===== src/hw/rtl/i2p_pkg.sv =====
// Shared types, constants and helper functions of the infix-to-postfix converter.
package i2p_pkg;

  localparam int STACK_DEPTH = 32;
  localparam int PTR_W       = (STACK_DEPTH > 1) ? $clog2(STACK_DEPTH) : 1;
  localparam int CNT_W       = $clog2(STACK_DEPTH + 1);

  localparam int FQ_DEPTH = 2;
  localparam int FQ_PTR_W = (FQ_DEPTH > 1) ? $clog2(FQ_DEPTH) : 1;
  localparam int FQ_CNT_W = $clog2(FQ_DEPTH + 1);

  localparam int OQ_DEPTH = 2;
  localparam int OQ_PTR_W = (OQ_DEPTH > 1) ? $clog2(OQ_DEPTH) : 1;
  localparam int OQ_CNT_W = $clog2(OQ_DEPTH + 1);

  typedef enum logic [2:0] {
    CLS_ALNUM,
    CLS_OPEN,
    CLS_CLOSE,
    CLS_OP,
    CLS_UNKNOWN
  } cls_t;

  typedef logic [2:0] code_t;
  localparam code_t CODE_OPEN = 3'd0;
  localparam code_t CODE_ADD  = 3'd1;
  localparam code_t CODE_SUB  = 3'd2;
  localparam code_t CODE_MUL  = 3'd3;
  localparam code_t CODE_DIV  = 3'd4;
  localparam code_t CODE_POW  = 3'd5;

  typedef logic [1:0] status_t;
  localparam status_t ST_OK        = 2'd0;
  localparam status_t ST_OVERFLOW  = 2'd1;
  localparam status_t ST_UNMATCHED = 2'd2;
  localparam status_t ST_UNKNOWN   = 2'd3;

  localparam logic [7:0] CH_OPEN  = 8'h28;
  localparam logic [7:0] CH_CLOSE = 8'h29;
  localparam logic [7:0] CH_MUL   = 8'h2A;
  localparam logic [7:0] CH_ADD   = 8'h2B;
  localparam logic [7:0] CH_SUB   = 8'h2D;
  localparam logic [7:0] CH_DIV   = 8'h2F;
  localparam logic [7:0] CH_POW   = 8'h5E;

  typedef struct packed {
    cls_t       cls;
    code_t      code;
    logic [7:0] ch;
    logic       last;
  } item_t;

  typedef struct packed {
    logic [7:0] ch;
    logic       has_char;
    logic       run_last;
    logic       expr_end;
    status_t    status;
  } res_t;

  // write side of the result queue
  typedef struct packed {
    logic push;
    res_t data;
  } oq_wr_t;

  function automatic logic [7:0] code_char(code_t c);
    logic [7:0] ch;
    case (c)
      CODE_ADD: ch = CH_ADD;
      CODE_SUB: ch = CH_SUB;
      CODE_MUL: ch = CH_MUL;
      CODE_DIV: ch = CH_DIV;
      CODE_POW: ch = CH_POW;
      default:  ch = CH_OPEN;
    endcase
    return ch;
  endfunction

  function automatic logic [1:0] code_prec(code_t c);
    logic [1:0] p;
    case (c)
      CODE_ADD, CODE_SUB: p = 2'd1;
      CODE_MUL, CODE_DIV: p = 2'd2;
      CODE_POW:           p = 2'd3;
      default:            p = 2'd0;
    endcase
    return p;
  endfunction

endpackage


===== src/hw/rtl/i2p_front.sv =====
// Front end: classifies incoming characters and queues them for the sequencer.
module i2p_front (
  input  logic            clk,
  input  logic            rst_n,
  input  logic            push,
  input  logic [7:0]      in_char,
  input  logic            in_expr_last,
  output logic            full,
  input  logic            deq,
  output logic            item_v,
  output i2p_pkg::item_t  item
);

  i2p_pkg::item_t                     item_in;
  i2p_pkg::item_t                     q_r [i2p_pkg::FQ_DEPTH];
  logic [i2p_pkg::FQ_PTR_W-1:0]       wr_ptr_r, wr_ptr_nxt;
  logic [i2p_pkg::FQ_PTR_W-1:0]       rd_ptr_r, rd_ptr_nxt;
  logic [i2p_pkg::FQ_CNT_W-1:0]       cnt_r, cnt_nxt;
  logic                               wr_en, rd_en;

  // classify
  always_comb begin
    item_in.ch   = in_char;
    item_in.last = in_expr_last;
    item_in.code = i2p_pkg::CODE_OPEN;
    if ((in_char >= 8'h61 && in_char <= 8'h7A) || (in_char >= 8'h41 && in_char <= 8'h5A) ||
        (in_char >= 8'h30 && in_char <= 8'h39)) begin
      item_in.cls = i2p_pkg::CLS_ALNUM;
    end else begin
      case (in_char)
        i2p_pkg::CH_OPEN:  item_in.cls = i2p_pkg::CLS_OPEN;
        i2p_pkg::CH_CLOSE: item_in.cls = i2p_pkg::CLS_CLOSE;
        i2p_pkg::CH_ADD: begin
          item_in.cls  = i2p_pkg::CLS_OP;
          item_in.code = i2p_pkg::CODE_ADD;
        end
        i2p_pkg::CH_SUB: begin
          item_in.cls  = i2p_pkg::CLS_OP;
          item_in.code = i2p_pkg::CODE_SUB;
        end
        i2p_pkg::CH_MUL: begin
          item_in.cls  = i2p_pkg::CLS_OP;
          item_in.code = i2p_pkg::CODE_MUL;
        end
        i2p_pkg::CH_DIV: begin
          item_in.cls  = i2p_pkg::CLS_OP;
          item_in.code = i2p_pkg::CODE_DIV;
        end
        i2p_pkg::CH_POW: begin
          item_in.cls  = i2p_pkg::CLS_OP;
          item_in.code = i2p_pkg::CODE_POW;
        end
        default: item_in.cls = i2p_pkg::CLS_UNKNOWN;
      endcase
    end
  end

  assign full   = (cnt_r == i2p_pkg::FQ_CNT_W'(i2p_pkg::FQ_DEPTH));
  assign item_v = (cnt_r != '0);
  assign item   = q_r[rd_ptr_r];
  assign wr_en  = push && !full;
  assign rd_en  = deq && item_v;

  always_comb begin
    wr_ptr_nxt = wr_ptr_r;
    rd_ptr_nxt = rd_ptr_r;
    cnt_nxt    = cnt_r;
    if (wr_en) begin
      wr_ptr_nxt = (wr_ptr_r == i2p_pkg::FQ_PTR_W'(i2p_pkg::FQ_DEPTH - 1)) ? '0
                   : wr_ptr_r + i2p_pkg::FQ_PTR_W'(1);
    end
    if (rd_en) begin
      rd_ptr_nxt = (rd_ptr_r == i2p_pkg::FQ_PTR_W'(i2p_pkg::FQ_DEPTH - 1)) ? '0
                   : rd_ptr_r + i2p_pkg::FQ_PTR_W'(1);
    end
    if (wr_en && !rd_en) begin
      cnt_nxt = cnt_r + i2p_pkg::FQ_CNT_W'(1);
    end else if (rd_en && !wr_en) begin
      cnt_nxt = cnt_r - i2p_pkg::FQ_CNT_W'(1);
    end
  end

  always_ff @(posedge clk) begin
    if (!rst_n) begin
      wr_ptr_r <= '0;
      rd_ptr_r <= '0;
      cnt_r    <= '0;
    end else begin
      wr_ptr_r <= wr_ptr_nxt;
      rd_ptr_r <= rd_ptr_nxt;
      cnt_r    <= cnt_nxt;
    end
  end

  always_ff @(posedge clk) begin
    if (wr_en) begin
      q_r[wr_ptr_r] <= item_in;
    end
  end

endmodule


===== src/hw/rtl/i2p_back.sv =====
// Back end: shunting-yard sequencer with the operator stack memory.
module i2p_back (
  input  logic            clk,
  input  logic            rst_n,
  input  logic            item_v,
  input  i2p_pkg::item_t  item,
  output logic            deq,
  input  logic            oq_full,
  output i2p_pkg::oq_wr_t oq_wr
);

  typedef enum logic [2:0] {
    S_IDLE,
    S_EVAL,
    S_FETCH,
    S_END,
    S_FLUSH,
    S_DONE
  } state_t;

  state_t                       state_r, state_nxt;
  state_t                       ret_r, ret_nxt;
  i2p_pkg::item_t               cur_r, cur_nxt;
  logic [i2p_pkg::CNT_W-1:0]    cnt_r, cnt_nxt;
  i2p_pkg::code_t               top_r, top_nxt;
  i2p_pkg::res_t                hold_r, hold_nxt;
  logic                         hold_v_r, hold_v_nxt;

  i2p_pkg::code_t               stack_mem [i2p_pkg::STACK_DEPTH];
  i2p_pkg::code_t               rd_data_r;
  logic [i2p_pkg::CNT_W-1:0]    cnt_m2;
  logic [i2p_pkg::PTR_W-1:0]    rd_addr;
  logic                         mem_we;

  logic                         go, stk_empty, stk_full, op_pops;
  logic                         emit, finish, do_pop, do_push;
  i2p_pkg::res_t                emit_res;
  i2p_pkg::code_t               push_code;

  function automatic i2p_pkg::res_t mk_res(logic [7:0] ch, logic has, logic fin,
                                           i2p_pkg::status_t st);
    i2p_pkg::res_t r;
    r.ch       = ch;
    r.has_char = has;
    r.run_last = 1'b0;
    r.expr_end = fin;
    r.status   = st;
    return r;
  endfunction

  // new top after a pop sits one below the new count
  assign cnt_m2    = cnt_r - i2p_pkg::CNT_W'(2);
  assign rd_addr   = cnt_m2[i2p_pkg::PTR_W-1:0];
  assign stk_empty = (cnt_r == '0);
  assign stk_full  = (cnt_r == i2p_pkg::CNT_W'(i2p_pkg::STACK_DEPTH));
  // one held result may be waiting; it moves out only with queue space
  assign go        = !hold_v_r || !oq_full;
  assign op_pops   = !stk_empty &&
                     ((i2p_pkg::code_prec(top_r) > i2p_pkg::code_prec(cur_r.code)) ||
                      ((i2p_pkg::code_prec(top_r) == i2p_pkg::code_prec(cur_r.code)) &&
                       (cur_r.code != i2p_pkg::CODE_POW)));

  always_comb begin
    state_nxt  = state_r;
    ret_nxt    = ret_r;
    cur_nxt    = cur_r;
    cnt_nxt    = cnt_r;
    top_nxt    = top_r;
    hold_nxt   = hold_r;
    hold_v_nxt = hold_v_r;
    deq        = 1'b0;
    emit       = 1'b0;
    emit_res   = '0;
    finish     = 1'b0;
    do_pop     = 1'b0;
    do_push    = 1'b0;
    push_code  = i2p_pkg::CODE_OPEN;
    mem_we     = 1'b0;
    oq_wr      = '0;

    case (state_r)
      S_IDLE: begin
        if (item_v) begin
          deq       = 1'b1;
          cur_nxt   = item;
          state_nxt = S_EVAL;
        end
      end
      S_EVAL: begin
        if (go) begin
          case (cur_r.cls)
            i2p_pkg::CLS_ALNUM: begin
              emit      = 1'b1;
              emit_res  = mk_res(cur_r.ch, 1'b1, 1'b0, i2p_pkg::ST_OK);
              state_nxt = S_END;
            end
            i2p_pkg::CLS_OPEN: begin
              do_push   = 1'b1;
              push_code = i2p_pkg::CODE_OPEN;
              state_nxt = S_END;
            end
            i2p_pkg::CLS_CLOSE: begin
              if (stk_empty) begin
                emit      = 1'b1;
                emit_res  = mk_res(8'h00, 1'b0, 1'b0, i2p_pkg::ST_UNMATCHED);
                state_nxt = S_END;
              end else if (top_r == i2p_pkg::CODE_OPEN) begin
                // drop the matching paren, refetch top
                cnt_nxt   = cnt_r - i2p_pkg::CNT_W'(1);
                ret_nxt   = S_END;
                state_nxt = S_FETCH;
              end else begin
                do_pop  = 1'b1;
                ret_nxt = S_EVAL;
              end
            end
            i2p_pkg::CLS_OP: begin
              if (op_pops) begin
                do_pop  = 1'b1;
                ret_nxt = S_EVAL;
              end else begin
                do_push   = 1'b1;
                push_code = cur_r.code;
                state_nxt = S_END;
              end
            end
            default: begin
              emit      = 1'b1;
              emit_res  = mk_res(8'h00, 1'b0, 1'b0, i2p_pkg::ST_UNKNOWN);
              state_nxt = S_END;
            end
          endcase
        end
      end
      S_FETCH: begin
        top_nxt   = rd_data_r;
        state_nxt = ret_r;
      end
      S_END: begin
        if (go) begin
          if (cur_r.last) begin
            state_nxt = S_FLUSH;
          end else begin
            finish    = 1'b1;
            state_nxt = S_IDLE;
          end
        end
      end
      S_FLUSH: begin
        if (go) begin
          if (!stk_empty && top_r != i2p_pkg::CODE_OPEN) begin
            do_pop  = 1'b1;
            ret_nxt = S_FLUSH;
          end else begin
            cnt_nxt   = '0;
            emit      = 1'b1;
            emit_res  = mk_res(8'h00, 1'b0, 1'b1, i2p_pkg::ST_OK);
            state_nxt = S_DONE;
          end
        end
      end
      S_DONE: begin
        if (go) begin
          finish    = 1'b1;
          state_nxt = S_IDLE;
        end
      end
      default: state_nxt = S_IDLE;
    endcase

    if (do_push) begin
      if (stk_full) begin
        emit     = 1'b1;
        emit_res = mk_res(8'h00, 1'b0, 1'b0, i2p_pkg::ST_OVERFLOW);
      end else begin
        mem_we  = 1'b1;
        top_nxt = push_code;
        cnt_nxt = cnt_r + i2p_pkg::CNT_W'(1);
      end
    end

    if (do_pop) begin
      emit      = 1'b1;
      emit_res  = mk_res(i2p_pkg::code_char(top_r), 1'b1, 1'b0, i2p_pkg::ST_OK);
      cnt_nxt   = cnt_r - i2p_pkg::CNT_W'(1);
      state_nxt = S_FETCH;
    end

    // held result goes out when the next one arrives or the item ends
    if (emit) begin
      if (hold_v_r) begin
        oq_wr.push = 1'b1;
        oq_wr.data = hold_r;
      end
      hold_nxt   = emit_res;
      hold_v_nxt = 1'b1;
    end
    if (finish && hold_v_r) begin
      oq_wr.push          = 1'b1;
      oq_wr.data          = hold_r;
      oq_wr.data.run_last = 1'b1;
      hold_v_nxt          = 1'b0;
    end
  end

  always_ff @(posedge clk) begin
    if (!rst_n) begin
      state_r  <= S_IDLE;
      ret_r    <= S_IDLE;
      cnt_r    <= '0;
      hold_v_r <= 1'b0;
    end else begin
      state_r  <= state_nxt;
      ret_r    <= ret_nxt;
      cnt_r    <= cnt_nxt;
      hold_v_r <= hold_v_nxt;
    end
    cur_r  <= cur_nxt;
    top_r  <= top_nxt;
    hold_r <= hold_nxt;
  end

  always_ff @(posedge clk) begin
    if (mem_we) begin
      stack_mem[cnt_r[i2p_pkg::PTR_W-1:0]] <= push_code;
    end
    rd_data_r <= stack_mem[rd_addr];
  end

endmodule


===== src/hw/rtl/i2p_outq.sv =====
// Result queue between the sequencer and the output ports.
module i2p_outq (
  input  logic             clk,
  input  logic             rst_n,
  input  i2p_pkg::oq_wr_t  oq_wr,
  output logic             oq_full,
  output logic             empty,
  input  logic             pop,
  output i2p_pkg::res_t    head
);

  i2p_pkg::res_t                 q_r [i2p_pkg::OQ_DEPTH];
  logic [i2p_pkg::OQ_PTR_W-1:0]  wr_ptr_r, wr_ptr_nxt;
  logic [i2p_pkg::OQ_PTR_W-1:0]  rd_ptr_r, rd_ptr_nxt;
  logic [i2p_pkg::OQ_CNT_W-1:0]  cnt_r, cnt_nxt;
  logic                          wr_en, rd_en;

  assign oq_full = (cnt_r == i2p_pkg::OQ_CNT_W'(i2p_pkg::OQ_DEPTH));
  assign empty   = (cnt_r == '0);
  assign head    = q_r[rd_ptr_r];
  assign wr_en   = oq_wr.push && !oq_full;
  assign rd_en   = pop && !empty;

  always_comb begin
    wr_ptr_nxt = wr_ptr_r;
    rd_ptr_nxt = rd_ptr_r;
    cnt_nxt    = cnt_r;
    if (wr_en) begin
      wr_ptr_nxt = (wr_ptr_r == i2p_pkg::OQ_PTR_W'(i2p_pkg::OQ_DEPTH - 1)) ? '0
                   : wr_ptr_r + i2p_pkg::OQ_PTR_W'(1);
    end
    if (rd_en) begin
      rd_ptr_nxt = (rd_ptr_r == i2p_pkg::OQ_PTR_W'(i2p_pkg::OQ_DEPTH - 1)) ? '0
                   : rd_ptr_r + i2p_pkg::OQ_PTR_W'(1);
    end
    if (wr_en && !rd_en) begin
      cnt_nxt = cnt_r + i2p_pkg::OQ_CNT_W'(1);
    end else if (rd_en && !wr_en) begin
      cnt_nxt = cnt_r - i2p_pkg::OQ_CNT_W'(1);
    end
  end

  always_ff @(posedge clk) begin
    if (!rst_n) begin
      wr_ptr_r <= '0;
      rd_ptr_r <= '0;
      cnt_r    <= '0;
    end else begin
      wr_ptr_r <= wr_ptr_nxt;
      rd_ptr_r <= rd_ptr_nxt;
      cnt_r    <= cnt_nxt;
    end
  end

  always_ff @(posedge clk) begin
    if (wr_en) begin
      q_r[wr_ptr_r] <= oq_wr.data;
    end
  end

endmodule


===== src/hw/rtl/infix_to_postfix_converter.sv =====
// Infix-to-postfix converter top level: front queue, sequencer, result queue.
// Each word runs through IDLE, EVAL and END in the sequencer, one word at a time; a popped
// operator adds an emit and a refetch of the new top, a ')' that drops its '(' a refetch,
// and the end of an expression a flush and an end marker; a full result queue stalls it.
// Reset: synchronous rst_n empties both queues, the stack count and the sequencer;
// the stack memory itself is not cleared, only entries below the count are read.
module infix_to_postfix_converter (
  input  logic        clk,
  input  logic        rst_n,
  // input channel
  input  logic        push,
  output logic        full,
  input  logic [7:0]  in_char,
  input  logic        in_expr_last,
  // result channel
  output logic        empty,
  input  logic        pop,
  output logic [7:0]  out_char,
  output logic        out_has_char,
  output logic        out_run_last,
  output logic        out_expr_end,
  output logic [1:0]  out_status
);

  // front to back: one classified word per dequeue
  logic             item_v;
  logic             deq;
  i2p_pkg::item_t   item;

  // back to result queue
  i2p_pkg::oq_wr_t  oq_wr;
  logic             oq_full;
  i2p_pkg::res_t    head;

  i2p_front u_front (
    .clk          (clk),
    .rst_n        (rst_n),
    .push         (push),
    .in_char      (in_char),
    .in_expr_last (in_expr_last),
    .full         (full),
    .deq          (deq),
    .item_v       (item_v),
    .item         (item)
  );

  // The sequencer keeps one result held back so it can tag the last
  // result of each input word with run_last.
  i2p_back u_back (
    .clk     (clk),
    .rst_n   (rst_n),
    .item_v  (item_v),
    .item    (item),
    .deq     (deq),
    .oq_full (oq_full),
    .oq_wr   (oq_wr)
  );

  i2p_outq u_outq (
    .clk     (clk),
    .rst_n   (rst_n),
    .oq_wr   (oq_wr),
    .oq_full (oq_full),
    .empty   (empty),
    .pop     (pop),
    .head    (head)
  );

  assign out_char     = head.ch;
  assign out_has_char = head.has_char;
  assign out_run_last = head.run_last;
  assign out_expr_end = head.expr_end;
  assign out_status   = head.status;

  // sequencer never writes a result into a full queue
  a_no_oq_overrun: assert property (@(posedge clk) disable iff (!rst_n)
    oq_wr.push |-> !oq_full)
    else $error("result queue written while full");

  // sequencer only takes a word that is there
  a_no_fq_underrun: assert property (@(posedge clk) disable iff (!rst_n)
    deq |-> item_v)
    else $error("front queue read while empty");

  // result queue comes out of reset empty and the input queue not full
  a_reset_empty: assert property (@(posedge clk)
    !rst_n |=> (empty && !full))
    else $error("queues not empty after reset");

  // an end marker always closes the run of its input word
  a_end_is_last: assert property (@(posedge clk) disable iff (!rst_n)
    (oq_wr.push && oq_wr.data.expr_end) |-> oq_wr.data.run_last)
    else $error("end marker without run_last");

endmodule


===== config.mk =====
export PLATFORM = sky130hd
export DESIGN_NAME = infix_to_postfix_converter
export DESIGN_NICKNAME = d
export VERILOG_FILES = /design/src/hw/rtl/i2p_pkg.sv /design/src/hw/rtl/i2p_front.sv /design/src/hw/rtl/i2p_back.sv /design/src/hw/rtl/i2p_outq.sv /design/src/hw/rtl/infix_to_postfix_converter.sv
export SDC_FILE = /design/constraint.sdc
export NUM_CORES = 1
export LEC_CHECK = 0
export BUFFER_PORTS_ARGS = -buffer_cell sky130_fd_sc_hd__buf_2
export CORE_ASPECT_RATIO = 1.75
export CORE_MARGIN = 10
export CORE_UTILIZATION = 50
export CTS_CLUSTER_SIZE = 28
export DETAILED_ROUTE_END_ITERATION = 8
export PLACE_DENSITY = 0.66
export SLEW_MARGIN = 10
export SYNTH_ARGS = -nofsm -noshare
export SYNTH_HDL_FRONTEND = slang
export SYNTH_HIERARCHICAL = 1
export SYNTH_SLANG_ARGS = --single-unit

===== constraint.sdc =====
create_clock -name clk -period 5.2 [get_ports clk]
set_input_delay 0.78 -clock clk [delete_from_list [all_inputs] [get_ports clk]]
set_output_delay 0.78 -clock clk [all_outputs]
set_load 0.03 [all_outputs]

==> results.md, run 1 <==
* GP Congestion at 0.876
* Fin nets at 687
* Slowest stage cell, crit path: nor3_2
* Post-Syn Instances at 640
* Number of flops mapped to enable cells by yosys at 179
* Final worst setup slack at 1.35 ns
* Root Buffer: clkbuf_16
* Syn Std Cell Area at 0.00936 mm²
* CTS tree: done
* Max Clk Rate at 260 MHz
* Minimum clock period at 3.85 ns
* PwrDens at 505 mW/mm²
* Dpl ws at 1.36 ns
* H-Tree Depth at 1
* Worst EP arrival at 3.95 ns
* Cell breakdown of the critical path: inv_1 -> nor3_1 -> a21oi_1 -> ha_1 -> nand2b_2 -> a21o_2 -> and4_4 -> nor3_2 -> o31ai_2 -> buf_4 -> nand2_1 -> inv_1 -> nor3_2
* Drt first-iter violations at 371
* Initial core utilization at 50.6%
* Post-CTS setup buffer count at 0
* Core box area at 0.0185 mm²
* Vias in the first global route at 5,699
* Worst-skew pair later-pin latency at 0.48 ns
* Antenna-violating nets left at 0
* Register area share after synthesis at 63.7%
* Max_slew headroom at 18.3%
* Largest net degree at the start of global routing at 34
* Setup TNS at 0 ns
* First drt pass iteration count at 5
* I/O pin cnt at 28
* Global route overflow at 0
* Status: complete, no violations
* Hold_sp: u_back/ret_r[1]
* Layout area overhead at 9.62%
* Layout fillers at 1,534
* Cts hold-fix bufs at 0
* Worst r2r src: u_back/top_r[1]
* Layout cells sized above 1 at 23.4%
* Critical path peak fanout at 14
* Synth Flop Type: edfxtp_1
* Wire per inst at 20.9 µm
* Multi-input gate area at 0.00311 mm²
* Worst Setup Path Type: flip-flop to flip-flop
* CP endpoint kind: flip-flop
* CTS resizes at 0
* Final hold slack at 0.470 ns
* Worst vdd ir at 0.411 mV
* Vias at 5,351
* Final Hold Violating Endpoints at 0
* Cts bufs inserted at 19
* DRT Wirelength at 19,100 µm
* Leak at 3.36 nW
* Syn avg cell area at 14.6 µm²
* Chip Width at 123 µm
* Slew Viols, Final at 0
* Hold WC Path Type: flip-flop to flip-flop
* DIE AREA at 0.0248 mm²
* Worst-Margin Slew at 1.23 ns
* Flops & latches, synth at 208
* Yosys warnings at 6
* Crit path launch: u_back/top_r[1]
* DRC Markers at 0
* Worst path max stage delay at 0.87 ns
* Critical path launch point type: flip-flop
* Vias per Instance at 5.87
* Port buffer count at 27
* DPL Wire Length at 13,700 µm
* Tot Pwr at 5.17 mW
* Sink Count at 208
* Antenna Cells at 0
* CTS Buffer Depth at 3
* Clock-pin transition on the worst setup and hold timing paths at 0.06 ns
* Initial antenna violation count at 0
* Die Y at 201 µm
* Global Route Usage Sum at 15.6%
* Async SR Flop Fraction at 0%
* CP required at 5.30 ns
* First-pass GRT wire length at 30,600 µm
* # rows at 66
* Tcrit/Tclk final at 74.1%
* Clock Skew at 0.00815 ns
* Setup violators final at 0
* Distinct cells, synth at 78
* Max-cap violations at 0
* Unrepaired setup endpoints after global routing: false
* Post-synth net total at 664
* Register area at 0.00596 mm²
==> layout make-up <==
class | instances | share of cell area [%]
clock buffers | 26 | 5.19
flip-flops and latches | 208 | 58.1
well taps | 238 | 2.90
repair buffers | 32 | 1.68
inverters | 22 | 0.805
multi-input cells | 380 | 30.3
clock inverters | 6 | 1.05
==> power by group <==
part / switching (mW) / internal [mW]
sequential: 0.194 / 2.08
combinational: 0.839 / 0.631
clock: 0.567 / 0.864
==> critical path: cells and delay by family (launching register included) <==
family | cells | cell delay (ns)
and+or+nand+nor | 6 | 1.82
DFF | 1 | 0.46
AOI/OAI and AO/OA | 3 | 0.44
buffers and inverters | 3 | 0.41
adders and majority gates | 1 | 0.35
==> cells by family (layout without fill, tap and decap cells) <==
logic type / count (synthesis) / after routing / synth area share (%)
AND/OR/NAND/NOR: 182 / 182 / 11.2
flip-flops: 208 / 208 / 63.7
buffers and inverters: 52 / 86 / 3.22
AO/OA/AOI/OAI: 111 / 111 / 8.00
XOR/XNOR: 11 / 11 / 1.03
adder cells (fa/ha/maj): 11 / 11 / 1.47
multiplexers: 65 / 65 / 11.4
==> registers in the layout, indices dropped and copies added (netlist names), named ones only <==
name	flops
u_outq/wr_ptr_r	1
u_back/ret_r	3
u_outq/rd_ptr_r	1
u_back/rd_data_r	3
u_back/state_r	3
u_outq/q_r	26
u_front/wr_ptr_r	1
u_back/stack_mem	96
u_back/cnt_r	6
u_outq/cnt_r	2
u_front/q_r	30
u_back/top_r	3
u_front/cnt_r	2
u_front/rd_ptr_r	1
u_back/hold_v_r	1
u_back/hold_r	12
u_back/cur_r	15
==> cells in the mapped netlist, types with 5 or more instances <==
cell      instances  area share [%]
or3_1             5            0.33
nor2_1           46             1.8
ha_1             11             1.5
a21boi_0          8            0.64
mux4_2           30             7.2
xor2_1            7            0.66
o21ai_1          10            0.53
buf_6             6            0.72
edfxtp_1        179              57
nand2_1          34             1.4
nand3_1          20             1.1
nand2b_1          7            0.47
nor3_1            8            0.43
a21boi_1         11            0.88
nor2b_1           6            0.40
and3_1            7            0.47
mux2_2           33             4.0
clkbuf_1          7            0.28
and2_1           10            0.67
buf_4             7            0.56
dfxtp_1          29             6.2
a31oi_1           6            0.40
inv_1            19            0.76
o21ai_0          25             1.3
a21oi_1          21             1.1
==> cell usage in the layout (no fill, tap or decap), drive strengths merged, types with 3 or more instances in the layout <==
cell type,Yosys,routed
or3,7,7
dfxtp,29,29
a21o,3,3
inv,22,22
clkbuf,9,26
o31ai,3,3
mux4,30,30
ha,11,11
o21ai,35,35
o21a,5,5
clkinv,0,3
a31oi,6,6
xor2,7,7
buf,21,32
nand3b,3,3
and3,7,7
nand3,21,21
mux2,34,34
nand2b,8,8
nor3b,4,4
xnor2,4,4
a21boi,19,19
nor4b,4,4
nor3,12,12
edfxtp,179,179
o2111a,3,3
nor2b,6,6
or2,3,3
a21oi,21,21
nor2,48,48
and2,11,11
nand4,5,5
bufinv,0,3
nand2,35,35
==> through the flow <==
step                      util, %  cells  area [µm²]
after floorplan                 -    640        9360
final                        55.4    912       10300
after detailed placement     52.0    880        9610
after global routing         55.4    912       10300
after CTS                    55.4    912       10300
after global placement       52.0    880        9610
==> per-layer routing <==
| metal | part of all wire (%) | track usage [%] |
|---|---|---|
| met1 | 34 | 16.1 |
| met2 | 58 | 29.5 |
| met3 | 3.0 | 1.91 |
| met4 | 4.9 | 7.77 |
| met5 | 0 | 0 |
==> path summary, 6_finish.rpt <==
check / to / slack [ns] / depth (start not counted)
worst min register to register: u_back/ret_r[1] / 0.47 / 2
worst min-delay path: u_back/ret_r[1] / 0.47 / 2
worst max-delay path: u_outq/q_r[0][3] / 1.35 / 13
worst max register to register: u_outq/q_r[0][3] / 1.35 / 13
(Power assumes the default switching activity.)
==> run 2: changes to the inputs <==
- PLACE_DENSITY: 0.66 -> 0.69
- clock period: 5.2 -> 3.4 ns (I/O delays scaled with it)
==> run 2 against run 1 <==
Count of clock-buffer cells in the layout fell by 4. Maximum frequency rose by 21%. Setup slack got worse by 1.1 ns. Cell count rose by 3.1%. Sequential cell count did not move. Register-to-register slack got worse by 1.1 ns. Largest cell class unchanged. Largest power group unchanged.
==> results.md, run 2 (synthesis results as in run 1) <==
* Most frequent cells in the layout: 179 x edfxtp_1, 45 x nor2_1, 34 x nand2_1
* Final Hold Violating Endpoints at 0
* Unrepaired setup endpoints after global routing: false
* Max reg flops at 96
* Wire per inst at 20.4 µm
* Final worst setup slack at 0.207 ns
* Die Y at 201 µm
* Critical path peak fanout at 5
* DPL Wire Length at 13,800 µm
* Largest net degree at the start of global routing at 34
* I/O pin cnt at 28
* Slew Viols, Final at 0
* Worst vdd ir at 0.481 mV
* # rows at 66
* Global route overflow at 0
* Vias at 5,396
* First drt pass iteration count at 5
* Sink Count at 208
* Initial antenna violation count at 0
* Antenna-violating nets left at 0
* Minimum clock period at 3.19 ns
* Most common cell after layout, fill and taps aside: edfxtp_1
* Chip Width at 123 µm
* Initial core utilization at 50.6%
* Hold WC Path Type: input port to flip-flop
* Worst-skew pair later-pin latency at 0.49 ns
* Core box area at 0.0185 mm²
* DRC Markers at 0
* Vias per Instance at 5.74
* GRT met2 Usage at 30.0%
* H-Tree Depth at 1
* CP required at 3.82 ns
* Worst Setup Path Type: flip-flop to flip-flop
* CTS tree: done
* Leak at 3.54 nW
* Fin nets at 714
* Layout cells sized above 1 at 26.9%
* CP endpoint kind: flip-flop
* Vias in the first global route at 5,752
* PwrDens at 753 mW/mm²
* Clock-pin transition on the worst setup and hold timing paths at 0.06 ns
* Met3 Use GR at 2.28%
* Met1 GRT Util at 15.7%
* Setup TNS at 0 ns
* Max_slew headroom at 52.3%
* DIE AREA at 0.0248 mm²
* Worst-Margin Slew at 0.716 ns
* Status: complete, no violations
* GRT busiest layer: met2
* Worst EP arrival at 3.61 ns
* Setup violators final at 0
* DRT Wirelength at 19,200 µm
* Root Buffer: clkbuf_16
* GP Congestion at 0.882
* Layout area overhead at 11.5%
* Tcrit/Tclk final at 93.9%
* Dpl ws at -0.0810 ns
* Max-cap violations at 0
* Global Route Usage Sum at 15.7%
* First-pass GRT wire length at 30,700 µm
* Critical path launch point type: flip-flop
* Antenna Cells at 0
* Port buffer count at 27
* Max Clk Rate at 313 MHz
* Clock Skew at 0.00811 ns
* Drt first-iter violations at 341
* CTS Buffer Depth at 3
* Cts bufs inserted at 19
[run 2: final cells by class]
cell class / instances / area, µm²
multi-input combinational: 380 / 3150
tap: 238 / 298
sequential: 208 / 5960
clock inverter: 11 / 83.8
inverter: 22 / 82.6
fill: 1509 / 8070
timing repair buffer: 59 / 375
clock buffer: 22 / 487
[run 2: worst paths after layout]
kind,startpoint,endpoint,slack [ns],depth (start not counted)
setup / recovery,u_back/cur_r[10],u_outq/cnt_r[1],0.21,15
hold / removal,in_expr_last,u_front/q_r[1][0],0.22,1
setup reg to reg,u_back/cur_r[10],u_outq/cnt_r[1],0.21,15
hold reg to reg,u_back/ret_r[1],u_back/ret_r[1],0.48,2
[run 2: what timing repair did]
item / in CTS / in global routing
endpoints found under the hold margin: 0 / 0
hold buffers: 0 / 0
pin swaps: 0 / 2
gates resized for setup: 2 / 5
setup buffers: 2 / 2
setup endpoints to repair: 1 / 14
[run 2: through the flow]
stage / cells / instance area, µm² / hold WS (ns) / power [mW] / utilization, %
floorplan: 640 / 9360 / 0.448 / 5.27 / -
global placement: 903 / 9790 / 0.459 / 5.78 / 52.9
detailed placement: 903 / 9790 / 0.466 / 5.85 / 52.9
CTS: 938 / 10400 / 0.203 / 7.86 / 56.1
global route: 940 / 10400 / 0.207 / 8.26 / 56.4
finish: 940 / 10400 / 0.218 / 7.85 / 56.4
[run 2: report_power, final]
group | internal [mW] | switching (mW) | total [mW] | leakage (nW)
clock | 1.11 | 0.876 | 1.98 | 0.283
sequential | 3.17 | 0.233 | 3.41 | 1.90
combinational | 1.09 | 1.37 | 2.46 | 1.35
total | 5.37 | 2.48 | 7.85 | 3.54
[run 2: per-layer routing]
layer | vias up | share of wire (%)
met2 | 118 | 58
met3 | 36 | 3.4
met5 | - | 0
li1 | 2551 | -
met4 | 0 | 3.8
met1 | 2691 | 34
[run 2: worst max-delay path, stage by stage, from the launching register on]
cell	delay (ns)
edfxtp_1	0.45
nor2b_1	0.20
a21o_1	0.15
ha_4	0.21
nand2b_2	0.17
a21o_4	0.24
a41oi_4	0.23
nor2_2	0.09
o31ai_4	0.21
buf_4	0.15
nand2_1	0.08
inv_2	0.08
nor2_1	0.05
ha_1	0.33
or3_1	0.35
a21boi_1	0.13
